==> config.mk <==
export PLATFORM = sky130hd
export DESIGN_NAME = obis_mul
export DESIGN_NICKNAME = d
export VERILOG_FILES = /design/src/hdl/obis_pkg.sv /design/src/hdl/obis_mul.sv
export SDC_FILE = /design/constraint.sdc
export NUM_CORES = 2
export LEC_CHECK = 0
export ABC_AREA = 1
export BUFFER_PORTS_ARGS = -buffer_cell sky130_fd_sc_hd__buf_2
export CAP_MARGIN = 20
export CORE_MARGIN = 4
export CORE_UTILIZATION = 58
export DETAILED_ROUTE_END_ITERATION = 12
export HOLD_SLACK_MARGIN = 0.1
export PLACE_DENSITY = 0.81
export SLEW_MARGIN = 20
export SYNTH_ARGS = -nofsm -noshare
export SYNTH_HDL_FRONTEND = slang
export SYNTH_SLANG_ARGS = --single-unit
==> constraint.sdc <==
create_clock -name clk -period 11.6 [get_ports clk]
set_input_delay 0.58 -clock clk [delete_from_list [all_inputs] [get_ports clk]]
set_output_delay 0.58 -clock clk [all_outputs]
set_load 0.1 [all_outputs]
==> src/hdl/obis_pkg.sv <==
// Shared types, constants and saturation helper for the resonator bank inverse.
`timescale 1ns / 1ps

package obis_pkg;

    localparam int DATA_W = 32;
    localparam int CNT_W = 9;
    localparam int CHAN_W = 8;
    localparam int ACC_W = 48;
    localparam int SAT_W = 50;
    localparam int CFG_IDX_W = 1;
    localparam int MAX_CHANNELS_DEF = 256;
    localparam int CHAN_LIMIT = 256;

    localparam logic [DATA_W-1:0] INV_TIME_STEP_RST = 32'h0001_0000;
    localparam logic [CNT_W-1:0] CHANNEL_COUNT_RST = 9'd256;

    localparam logic REQ_LOAD = 1'b0;
    localparam logic REQ_SAMPLE = 1'b1;

    localparam logic [CFG_IDX_W-1:0] CFG_INV_TIME_STEP = 1'b0;
    localparam logic [CFG_IDX_W-1:0] CFG_CHANNEL_COUNT = 1'b1;

    typedef struct packed {
        logic req_type;
        logic [CHAN_W-1:0] channel;
        logic signed [DATA_W-1:0] sample_value;
        logic signed [DATA_W-1:0] inv_scale;
        logic signed [DATA_W-1:0] damping;
        logic signed [DATA_W-1:0] radian_freq;
    } item_t;

    typedef struct packed {
        logic signed [DATA_W-1:0] frame_sound;
        logic saturated;
    } result_t;

    typedef struct packed {
        logic signed [DATA_W-1:0] val;
        logic ovf;
    } sat_t;

    typedef struct packed {
        logic done;
        logic neg;
        logic [ACC_W-1:0] quot;
    } div_res_t;

    typedef enum logic [3:0] {
        ST_IDLE,
        ST_LD_MUL,
        ST_LD_WR,
        ST_X,
        ST_XR,
        ST_DIFF,
        ST_WX,
        ST_V,
        ST_T,
        ST_DV,
        ST_DRIVE,
        ST_ACC,
        ST_DSTART,
        ST_DIV,
        ST_EMIT
    } state_t;

    // Clamp a wide signed value to 32 bits and flag whether it was clipped.
    function automatic sat_t sat32(input logic signed [SAT_W-1:0] v);
        sat_t r;
        r.ovf = !((&v[SAT_W-1:DATA_W-1]) || (~|v[SAT_W-1:DATA_W-1]));
        if (r.ovf)
        begin
            r.val = v[SAT_W-1] ? {1'b1, {(DATA_W-1){1'b0}}} : {1'b0, {(DATA_W-1){1'b1}}};
        end
        else
        begin
            r.val = v[DATA_W-1:0];
        end
        return r;
    endfunction

endpackage

==> src/hdl/obis_mul.sv <==
// Shared Q16.16 multiplier: registered product, floor shift and 32-bit saturation.
`timescale 1ns / 1ps

module obis_mul (
    input  logic clk,
    input  logic signed [obis_pkg::DATA_W-1:0] op_a,
    input  logic signed [obis_pkg::DATA_W:0] op_b,
    output obis_pkg::sat_t res
);

    localparam int PROD_W = 2 * obis_pkg::DATA_W + 1;

    logic signed [PROD_W-1:0] prod_reg;
    logic signed [PROD_W-1:0] prod_next;
    logic signed [PROD_W-17:0] shifted;

    assign prod_next = PROD_W'(op_a) * PROD_W'(op_b);

    always_ff @(posedge clk)
    begin
        prod_reg <= prod_next;
    end

    // An arithmetic shift rounds toward minus infinity, as the format requires.
    assign shifted = prod_reg[PROD_W-1:16];
    assign res = obis_pkg::sat32(obis_pkg::SAT_W'(shifted));

endmodule

==> summary.txt <==
Layout
  • Net total in the final layout: 6436
  • Number of flip-flops under the largest register name: 49
  • Share of cells above drive strength 1: 0.0260
  • Layout filler cell count: 6041
  • Final Non-Filler Cells: 6014
  • Relative area change from synthesis to final layout: 2.54%

Place
  • Number of I/O port buffers: 98
  • Sum of net half-perimeters after detailed placement: 87400 um
  • Last weighted congestion value of the routability-driven placer: 1.02
  • Worst slack, placed: 3.03 ns
  • Placed Cells: 6001

Setup path
  • Capturing element type of the critical path: register
  • Crit Path Max Fanout: 32
  • Largest delay share family, worst path: adder cells
  • Slowest-stage cell, CP: sky130_fd_sc_hd__fa_1
  • Arrival time of data at the critical path endpoint: 8.49 ns
  • Sort of element at the start of the critical path: input pin
  • Cell seen most often among critical-path stages: sky130_fd_sc_hd__inv_1
  • Biggest cell delay along the critical path: 0.94 ns
  • Combined buffer and inverter count along the critical path: 11
  • Worst Path Required: 11.81 ns
  • Type of the worst setup path: input pin to register

STA
  • Period minus WS final: 8.27 ns
  • Unrepaired setup endpoints after global routing: no
  • Maximum achievable frequency: 121 MHz
  • Relative slew margins: 0.372
  • Aggregate negative setup slack: 0 ns
  • Final cycle utilization of the critical path: 0.713
  • Final setup violation count: 0
  • Count of endpoints failing hold in the final timing report: 0
  • Total count of max-transition violations in the final report: 0
  • Final setup margin: 3.33 ns
  • Least-Margin Pin Slew: 0.941 ns

CTS
  • Post-CTS Setup Inserts: 0
  • Bufs on Longest Clock Path: 2
  • Gates resized, CTS repair: 0
  • Clock Sink Count: 49
  • Max H-tree Level: 2
  • Root Buffer: sky130_fd_sc_hd__clkbuf_16
  • Cts-stage hold buffer count: 0
  • Clock tree from TritonCTS: built
  • Reg clk slew, reported paths: 0.08 ns
  • Number of clock buffers inserted by TritonCTS: 5

Worst hold path
  • Hold WC Path Type: input pin to register
  • Destination of the worst hold path: prod_reg[21]
  • Worst Min Path Start: op_a[0]
  • Hold Crit Depth: 7

Die
  • Initial core utilization: 0.588
  • FP Rows: 96
  • Horiz. Die Dim: 272 um
  • I/O pin count: 99
  • Std-Cell Core Area: 0.0689 mm^2
  • Die footprint: 0.0742 mm^2
  • Overall die height: 272 um

Synthesis
  • Synth area leaders: sky130_fd_sc_hd__fa_1 55%, sky130_fd_sc_hd__inv_1 16%, sky130_fd_sc_hd__nand2_1 14%
  • Post-synth cell types: 29
  • Post-synthesis cell type with the largest combined area: sky130_fd_sc_hd__fa_1
  • Count of synthesis-stage warnings from yosys: 0
  • Post-synthesis net count: 6551
  • Proportion of synthesized chip area in sequential cells: 0.0242
  • Yosys reg bits: 49
  • Fraction of synthesized cell area taken by the top area cell type: 0.549
  • Mean post-synth cell area: 7.81 um^2
  • Post-synthesis instance total: 5192
  • Cell area after technology mapping: 0.0405 mm^2

Detailed routing
  • Via count: 31400
  • Drt first pass iters: 6
  • Drt drc: 0
  • WL/cell: 17.0 um
  • Via density per instance: 5.22
  • Initial detailed-routing violation count: 2284
  • Post-DRT Antenna Nets: 0
  • Detailed-route wire length: 102000 um

GRT
  • Pin count of the biggest net entering global routing: 35
  • Total grt overflow: 0
  • Met3 usage: 0.0440
  • Met1 Usage GRT: 0.357
  • GR Util All Layers: 0.292
  • Vias in the first global route: 34700
  • Met2 usage in global routing: 0.525
  • Global-route layer with the greatest usage: met2
  • Number of antenna violations at the first check in global routing: 4
  • Wire length of the first global-routing pass: 173000 um

Job
  • Max-capacitance violation count: 0

Run status
  • Result of the run: complete, no violations
-- cells by family (layout without fill, tap and decap cells) --
logic type,Yosys count,after routing,share of synthesized area
buffers and inverters,1931,1817,0.179
AND/OR/NAND/NOR,1729,1729,0.165
adder cells (fa/ha/maj),1293,1293,0.605
AO/OA/AOI/OAI,166,166,0.0218
flip-flops,49,49,0.0242
XOR/XNOR,24,24,0.00519
other,0,5,0
-- area by class of cell --
type / instances / area, um^2 / share of cell area
Tap cell: 931 / 1160 / 0.0280
Antenna cell: 5 / 12.5 / 0.000301
Clock inverter: 3 / 26.3 / 0.000632
Inverter: 1698 / 6370 / 0.153
Sequential cell: 49 / 981 / 0.0236
Multi-Input combinational cell: 3212 / 32300 / 0.777
Clock buffer: 5 / 125 / 0.00301
Timing Repair Buffer: 111 / 588 / 0.0142
-- per-layer routing --
| metal | part of all wire | vias to the layer above |
|---|---|---|
| li1 | - | 13900 |
| met3 | 0.076 | 343 |
| met4 | 0.045 | 0 |
| met1 | 0.36 | 15700 |
| met5 | 0 | - |
| met2 | 0.51 | 1398 |
-- per-stage QoR --
| step | hold slack [ns] | util | area (um^2) |
|---|---|---|---|
| after global placement | 1.23 | 0.600 | 41400 |
| after CTS | 1.25 | 0.603 | 41500 |
| after global routing | 1.38 | 0.603 | 41500 |
| after detailed placement | 1.23 | 0.600 | 41400 |
| final | 1.29 | 0.603 | 41600 |
| after floorplan | 1.01 | - | 40500 |
-- how the worst max path moves through the flow --
stage / start / endpoint / slack [ns] / depth (start not counted)
finish: op_b[32] / prod_reg[56] / 3.33 / 29
global route: op_b[32] / prod_reg[55] / 2.83 / 28
CTS: op_b[32] / prod_reg[56] / 3.34 / 29
detailed placement: op_b[32] / prod_reg[56] / 3.03 / 29
global placement: op_b[32] / prod_reg[61] / 3.15 / 27
floorplan: op_b[32] / prod_reg[51] / 4.23 / 27
-- cells in the final DEF, fill, tap and decap left out --
| cell | instances |
|---|---|
| sky130_fd_sc_hd__a21boi_0 | 1 |
| sky130_fd_sc_hd__a21o_1 | 5 |
| sky130_fd_sc_hd__a21oi_1 | 90 |
| sky130_fd_sc_hd__and2_1 | 1 |
| sky130_fd_sc_hd__and3_1 | 1 |
| sky130_fd_sc_hd__buf_2 | 98 |
| sky130_fd_sc_hd__buf_4 | 13 |
| sky130_fd_sc_hd__clkbuf_16 | 5 |
| sky130_fd_sc_hd__clkinvlp_4 | 2 |
| sky130_fd_sc_hd__dfxtp_1 | 49 |
| sky130_fd_sc_hd__diode_2 | 5 |
| sky130_fd_sc_hd__fa_1 | 1111 |
| sky130_fd_sc_hd__ha_1 | 182 |
| sky130_fd_sc_hd__inv_1 | 1697 |
| sky130_fd_sc_hd__inv_2 | 1 |
| sky130_fd_sc_hd__inv_8 | 1 |
| sky130_fd_sc_hd__nand2_1 | 1458 |
| sky130_fd_sc_hd__nand2_2 | 5 |
| sky130_fd_sc_hd__nand3_1 | 55 |
| sky130_fd_sc_hd__nand3b_1 | 1 |
| sky130_fd_sc_hd__nand4_1 | 19 |
| sky130_fd_sc_hd__nor2_1 | 165 |
| sky130_fd_sc_hd__nor2_2 | 1 |
| sky130_fd_sc_hd__nor3_1 | 10 |
| sky130_fd_sc_hd__nor4_1 | 7 |
| sky130_fd_sc_hd__o21a_1 | 6 |
| sky130_fd_sc_hd__o21ai_0 | 55 |
| sky130_fd_sc_hd__o21bai_1 | 9 |
| sky130_fd_sc_hd__or2_2 | 6 |
| sky130_fd_sc_hd__xnor2_1 | 3 |
| sky130_fd_sc_hd__xor2_1 | 21 |
-- cells in the mapped netlist (all sizes together) --
cell type and n:
ha 182, xnor2 3, nand4 19, or2 6, a21oi 90, nor2 166, o21ai 55, inv 1698
dfxtp 49, a21boi 1, and3 1, xor2 21, o21bai 9, a21o 5, and2 1, nand3b 1
fa 1111, clkbuf 224, nor3 10, nand2 1463, o21a 6, buf 9, nor4 7, nand3 55
-- tightest hold or removal path: stages --
cell                      delay (ns)
sky130_fd_sc_hd__buf_2          0.09
sky130_fd_sc_hd__buf_4          0.24
sky130_fd_sc_hd__nand3_1        0.13
sky130_fd_sc_hd__nor3_1         0.07
sky130_fd_sc_hd__nand4_1        0.07
sky130_fd_sc_hd__nand3_1        0.20
sky130_fd_sc_hd__xor2_1         0.17
Power is left out: the tool's default activity adds up to more than one toggle a clock period on the data nets, which glitch-free logic cannot reach.
