==> config.mk <==
export PLATFORM = sky130hd
export DESIGN_NAME = obis_div
export DESIGN_NICKNAME = d
export VERILOG_FILES = /design/src/hdl/obis_pkg.sv /design/src/hdl/obis_div.sv
export SDC_FILE = /design/constraint.sdc
export NUM_CORES = 1
export LEC_CHECK = 0
export ABC_AREA = 1
export BUFFER_PORTS_ARGS = -buffer_cell sky130_fd_sc_hd__buf_4
export CAP_MARGIN = 20
export CORE_MARGIN = 4
export CORE_UTILIZATION = 30
export DETAILED_ROUTE_END_ITERATION = 16
export PLACE_DENSITY = 0.52
export SYNTH_ARGS = -nofsm -noshare
export SYNTH_HDL_FRONTEND = slang
export SYNTH_SLANG_ARGS = --single-unit
==> constraint.sdc <==
create_clock -name clk -period 4.2 [get_ports clk]
set_input_delay 0.42 -clock clk [delete_from_list [all_inputs] [get_ports clk]]
set_output_delay 0.42 -clock clk [all_outputs]
set_load 0.05 [all_outputs]
==> src/hdl/obis_pkg.sv <==
// Shared types, constants and saturation helper for the resonator bank inverse.
`timescale 1ns / 1ps

package obis_pkg;

    localparam int DATA_W = 32;
    localparam int CNT_W = 9;
    localparam int CHAN_W = 8;
    localparam int ACC_W = 48;
    localparam int SAT_W = 50;
    localparam int CFG_IDX_W = 1;
    localparam int MAX_CHANNELS_DEF = 256;
    localparam int CHAN_LIMIT = 256;

    localparam logic [DATA_W-1:0] INV_TIME_STEP_RST = 32'h0001_0000;
    localparam logic [CNT_W-1:0] CHANNEL_COUNT_RST = 9'd256;

    localparam logic REQ_LOAD = 1'b0;
    localparam logic REQ_SAMPLE = 1'b1;

    localparam logic [CFG_IDX_W-1:0] CFG_INV_TIME_STEP = 1'b0;
    localparam logic [CFG_IDX_W-1:0] CFG_CHANNEL_COUNT = 1'b1;

    typedef struct packed {
        logic req_type;
        logic [CHAN_W-1:0] channel;
        logic signed [DATA_W-1:0] sample_value;
        logic signed [DATA_W-1:0] inv_scale;
        logic signed [DATA_W-1:0] damping;
        logic signed [DATA_W-1:0] radian_freq;
    } item_t;

    typedef struct packed {
        logic signed [DATA_W-1:0] frame_sound;
        logic saturated;
    } result_t;

    typedef struct packed {
        logic signed [DATA_W-1:0] val;
        logic ovf;
    } sat_t;

    typedef struct packed {
        logic done;
        logic neg;
        logic [ACC_W-1:0] quot;
    } div_res_t;

    typedef enum logic [3:0] {
        ST_IDLE,
        ST_LD_MUL,
        ST_LD_WR,
        ST_X,
        ST_XR,
        ST_DIFF,
        ST_WX,
        ST_V,
        ST_T,
        ST_DV,
        ST_DRIVE,
        ST_ACC,
        ST_DSTART,
        ST_DIV,
        ST_EMIT
    } state_t;

    // Clamp a wide signed value to 32 bits and flag whether it was clipped.
    function automatic sat_t sat32(input logic signed [SAT_W-1:0] v);
        sat_t r;
        r.ovf = !((&v[SAT_W-1:DATA_W-1]) || (~|v[SAT_W-1:DATA_W-1]));
        if (r.ovf)
        begin
            r.val = v[SAT_W-1] ? {1'b1, {(DATA_W-1){1'b0}}} : {1'b0, {(DATA_W-1){1'b1}}};
        end
        else
        begin
            r.val = v[DATA_W-1:0];
        end
        return r;
    endfunction

endpackage

==> src/hdl/obis_div.sv <==
// Bit-serial restoring divider for the frame average, one quotient bit per cycle.
`timescale 1ns / 1ps

module obis_div (
    input  logic clk,
    input  logic rst_n,
    input  logic start,
    input  logic signed [obis_pkg::ACC_W-1:0] dividend,
    input  logic [obis_pkg::CNT_W-1:0] divisor,
    output obis_pkg::div_res_t res
);

    localparam int ACC_W = obis_pkg::ACC_W;
    localparam int CNT_W = obis_pkg::CNT_W;
    localparam int STEP_W = $clog2(ACC_W);
    localparam logic [STEP_W-1:0] STEP_LAST = STEP_W'(ACC_W - 1);

    logic busy_reg;
    logic busy_next;
    logic done_reg;
    logic done_next;
    logic [STEP_W-1:0] step_reg;
    logic [STEP_W-1:0] step_next;
    logic [CNT_W-1:0] rem_reg;
    logic [CNT_W-1:0] rem_next;
    logic [ACC_W-1:0] mag_reg;
    logic [ACC_W-1:0] mag_next;
    logic neg_reg;
    logic neg_next;
    logic [CNT_W:0] rem_sh;
    logic [CNT_W:0] rem_diff;
    logic fits;

    assign rem_sh = {rem_reg, mag_reg[ACC_W-1]};
    assign rem_diff = rem_sh - {1'b0, divisor};
    assign fits = rem_sh >= {1'b0, divisor};

    always_comb
    begin
        busy_next = busy_reg;
        done_next = 1'b0;
        step_next = step_reg;
        rem_next = rem_reg;
        mag_next = mag_reg;
        neg_next = neg_reg;
        if (start)
        begin
            busy_next = 1'b1;
            step_next = '0;
            rem_next = '0;
            neg_next = dividend[ACC_W-1];
            mag_next = dividend[ACC_W-1] ? ACC_W'(-dividend) : ACC_W'(dividend);
        end
        else if (busy_reg)
        begin
            // The remainder stays below the divisor, so it fits the narrow register.
            rem_next = fits ? rem_diff[CNT_W-1:0] : rem_sh[CNT_W-1:0];
            mag_next = {mag_reg[ACC_W-2:0], fits};
            step_next = step_reg + STEP_W'(1);
            if (step_reg == STEP_LAST)
            begin
                busy_next = 1'b0;
                done_next = 1'b1;
            end
        end
    end

    always_ff @(posedge clk or negedge rst_n)
    begin
        if (!rst_n)
        begin
            busy_reg <= 1'b0;
            done_reg <= 1'b0;
            step_reg <= '0;
        end
        else
        begin
            busy_reg <= busy_next;
            done_reg <= done_next;
            step_reg <= step_next;
        end
    end

    always_ff @(posedge clk)
    begin
        rem_reg <= rem_next;
        mag_reg <= mag_next;
        neg_reg <= neg_next;
    end

    assign res.done = done_reg;
    assign res.neg = neg_reg;
    assign res.quot = mag_reg;

endmodule

==> results.toml <==
[run_status]
status = "completed"

[detailed_routing]
firstDrtPassIters = 5
drt.antenna.violating_nets = 0
routed-via-count = 4589
post_drt_via_cell_ratio = 4.687
initialDrtViolationCount = 304
routed_wl_um = 15240
drcViolationCount = 0
detail_route.wl_per_cell_um = 15.57

[grt]
largest_net_degree_at_the_start_of_global_routing = 51
grt_antenna_before_repair = 0
grt_util_all_layers_pct = 17.13
grt_overflow = 0
grt_first_pass_wirelength_um = 24230
grt_pass1_vias = 4584

[logic_synthesis]
ys_ff_latch = 66
yosys-top-cells-area = "sky130_fd_sc_hd__edfxtp_1 31%, sky130_fd_sc_hd__nand2_1 16%, sky130_fd_sc_hd__nor2_1 6.6%"
synth_nets = 732
synth_cell_types = 39
synthesis.area_um2 = 4753
post_synth_most_frequent_cells = "204 x sky130_fd_sc_hd__nand2_1, 83 x sky130_fd_sc_hd__nor2_1, 67 x sky130_fd_sc_hd__inv_1"
synth_top_cell_area_share_pct = 30.96
synth_seq_area_share_pct = 38.96
synth-async-reset-ratio_pct = 12.12
synth-edff-count = 49
syn_inst = 660
synth_largest_area_cell = "sky130_fd_sc_hd__edfxtp_1"
top_count_cell_post_synth = "sky130_fd_sc_hd__nand2_1"
synth-warning-count = 0
synth-main-ff-cell = "sky130_fd_sc_hd__edfxtp_1"
post_synth.cell_area_avg_um2 = 7.202

[worst_setup_path]
worst_setup_path_start_kind = "flip-flop"
rr_startpoint = "mag_reg[47]"
critPathMostFrequentCell = "sky130_fd_sc_hd__inv_1"
worst_reg2reg_path_length_in_cells = 12
critPathSlowestCell = "sky130_fd_sc_hd__edfxtp_1"
cell_by_cell_trace_of_the_critical_path = "inv_1, ha_1, inv_1, fa_1, inv_1, nor2_2, nor2_2, o21bai_4, nand2_4, nand2_4, nand2_1, o21ai_0"
ff2ff_setup_slack_ns = 2.06
worst-path-buf-inv = 3
crit_arrival_ns = 2.20
reg2reg_to = "mag_reg[0]"
required_time_worst_endpoint_ns = 4.26
timing.setup.critical_path_class = "flip-flop to flip-flop"
critPathCaptureType = "flip-flop"
cpPeakStageDelay_ns = 0.42
worstPathMaxFanout = 18
kind_of_cell_adding_the_most_delay_to_the_critical_path = "adder cells"

[clock_tree]
max_h_tree_level = 3
post-cts-setup-buffer-count = 0
max-clock-path-buffers = 2
worstSkewPairLatency_ns = 0.34
clk_pin_slew_worst_paths_ns = 0.05
clockRootBuffer = "sky130_fd_sc_hd__clkbuf_16"
tritoncts_clock_tree = "built"
clock_sink_count = 66
cts-buffers-inserted = 9

[sta]
totalNegativeSetupSlack_ns = 0
final_period_minus_worst_setup_slack_ns = 2.144
post_route_hold_slack_ns = 0.4457
setup_violations = 0
fmax_mhz = 466.4
tightest_slew_ns = 0.7788
finalCritPeriodShare_pct = 51.05
maxSlewHeadroom_pct = 48.01
fin_skew_ns = 0.01400
rsz0062_at_grt = "false"
timing.final.hold_violations = 0
maxSlewViolCount = 0
finalWorstSetupSlack_ns = 2.056

[hold_path]
holdCritPathClass = "input pin to async pin"

[place]
pre_cts_slack_ns = 1.830
placement.cell_area_um2 = 5734
placement.io_buffers = 109
detailedPlacementHpwl_um = 11820
post-place-cells = 961
gp_routability_congestion = 0.8733

[final_layout]
area_delta_synth_final_pct = 27.45
final_core_util_pct = 39.41
final_area_um2 = 6058
diodes = 0
proportion_of_layout_cells_with_a_drive_suffix_above_1_pct = 20.18
largest_register_ff_count = 48
post_layout_nonfiller_instances = 979
finish.net_count = 835
filler_cells = 1636

[power_and_ir_drop]
power_mw = 2.512
power_density_nw_per_um2 = 414.7
power_leakage_nw = 2.816
vdd.ir_drop.worst_uv = 181.6

[floorplanning]
floorplan.rows = 45
ios = 110
die_h_um = 133.9
fp.dieW_um = 133.9
core_um2 = 15370
floorplan.initialDensity_pct = 30.92
floorplan.die_area_um2 = 17920

[flow_run]
maxCapViolations = 0
==> placed cells by master (no fill, tap or decap), drive strengths merged <==
master / Yosys / final
edfxtp: 49 / 49
buf: 9 / 111
o21bai: 3 / 3
a31oi: 5 / 5
nand4: 11 / 11
or2: 4 / 4
clkbuf: 11 / 15
dfrtp: 8 / 8
a22o: 1 / 1
nor3: 8 / 8
o211ai: 5 / 5
nor2: 95 / 95
a21oi: 9 / 9
nand3: 56 / 56
nand3b: 4 / 4
xnor2: 9 / 9
ha: 11 / 11
dlygate4sd3: 0 / 1
and2: 2 / 2
dfxtp: 9 / 9
clkinv: 0 / 1
nand2: 212 / 212
fa: 1 / 1
nor4: 2 / 2
inv: 67 / 67
o21ai: 49 / 49
xor2: 20 / 20
==> worst reg2reg max path, stage by stage (launching register included) <==
cell                       delay [ns]
sky130_fd_sc_hd__edfxtp_1        0.42
sky130_fd_sc_hd__inv_1           0.08
sky130_fd_sc_hd__ha_1            0.13
sky130_fd_sc_hd__inv_1           0.06
sky130_fd_sc_hd__fa_1            0.39
sky130_fd_sc_hd__inv_1           0.08
sky130_fd_sc_hd__nor2_2          0.04
sky130_fd_sc_hd__nor2_2          0.17
sky130_fd_sc_hd__o21bai_4        0.10
sky130_fd_sc_hd__nand2_4         0.08
sky130_fd_sc_hd__nand2_4         0.12
sky130_fd_sc_hd__nand2_1         0.10
sky130_fd_sc_hd__o21ai_0         0.09
==> kinds of logic (layout without fill, tap and decap cells) <==
| group | Yosys count | after routing | synth area share [%] |
|---|---|---|---|
| flops | 66 | 66 | 38.96 |
| simple gates | 394 | 394 | 36.04 |
| compound gates | 72 | 72 | 8.765 |
| xor+xnor | 29 | 29 | 5.344 |
| fa+ha+maj | 12 | 12 | 3.317 |
| buf+inv | 87 | 195 | 7.581 |
==> area by class of cell <==
type,instances,area [µm²],area share [%]
multi-input combinational,507,2541,41.95
sequential,66,1852,30.57
timing repair buffer,112,855.8,14.13
clock buffer,15,289.0,4.771
tap,211,264.0,4.358
inverter,67,251.5,4.151
clock inverter,1,5.005,0.08261
==> worst max path at each step <==
stage,start,to,slack (ns),depth (start not counted)
finish,mag_reg[47],mag_reg[0],2.06,12
detailed placement,start,mag_reg[43],1.83,3
CTS,mag_reg[47],mag_reg[0],2.03,12
floorplan,mag_reg[47],mag_reg[0],1.90,13
global route,mag_reg[47],rem_reg[7],1.86,13
global placement,start,mag_reg[43],1.86,3
==> report_power, final <==
group	total [mW]	leakage [nW]	switching [mW]	internal, mW
Clock	0.758	0.145	0.290	0.468
Sequential	0.880	0.713	0.0731	0.807
Combinational	0.874	1.96	0.573	0.301
==> metal layers <==
metal  routed length [µm]  GRT usage, %  vias to the layer above
li1                     -             -                     2359
met2                 6902         27.23                      114
met4                  223         5.086                        0
met3                  773         4.051                       14
met1                 7342         23.24                     2102
met5                    0             0                        -
==> what timing repair did <==
| item | CTS | global route |
|---|---|---|
| hold buffers | 1 | 0 |
| resized for setup | 0 | 0 |
| hold endpoints to repair | 8 | 0 |
Note: power is estimated with default switching activity, not from simulation.
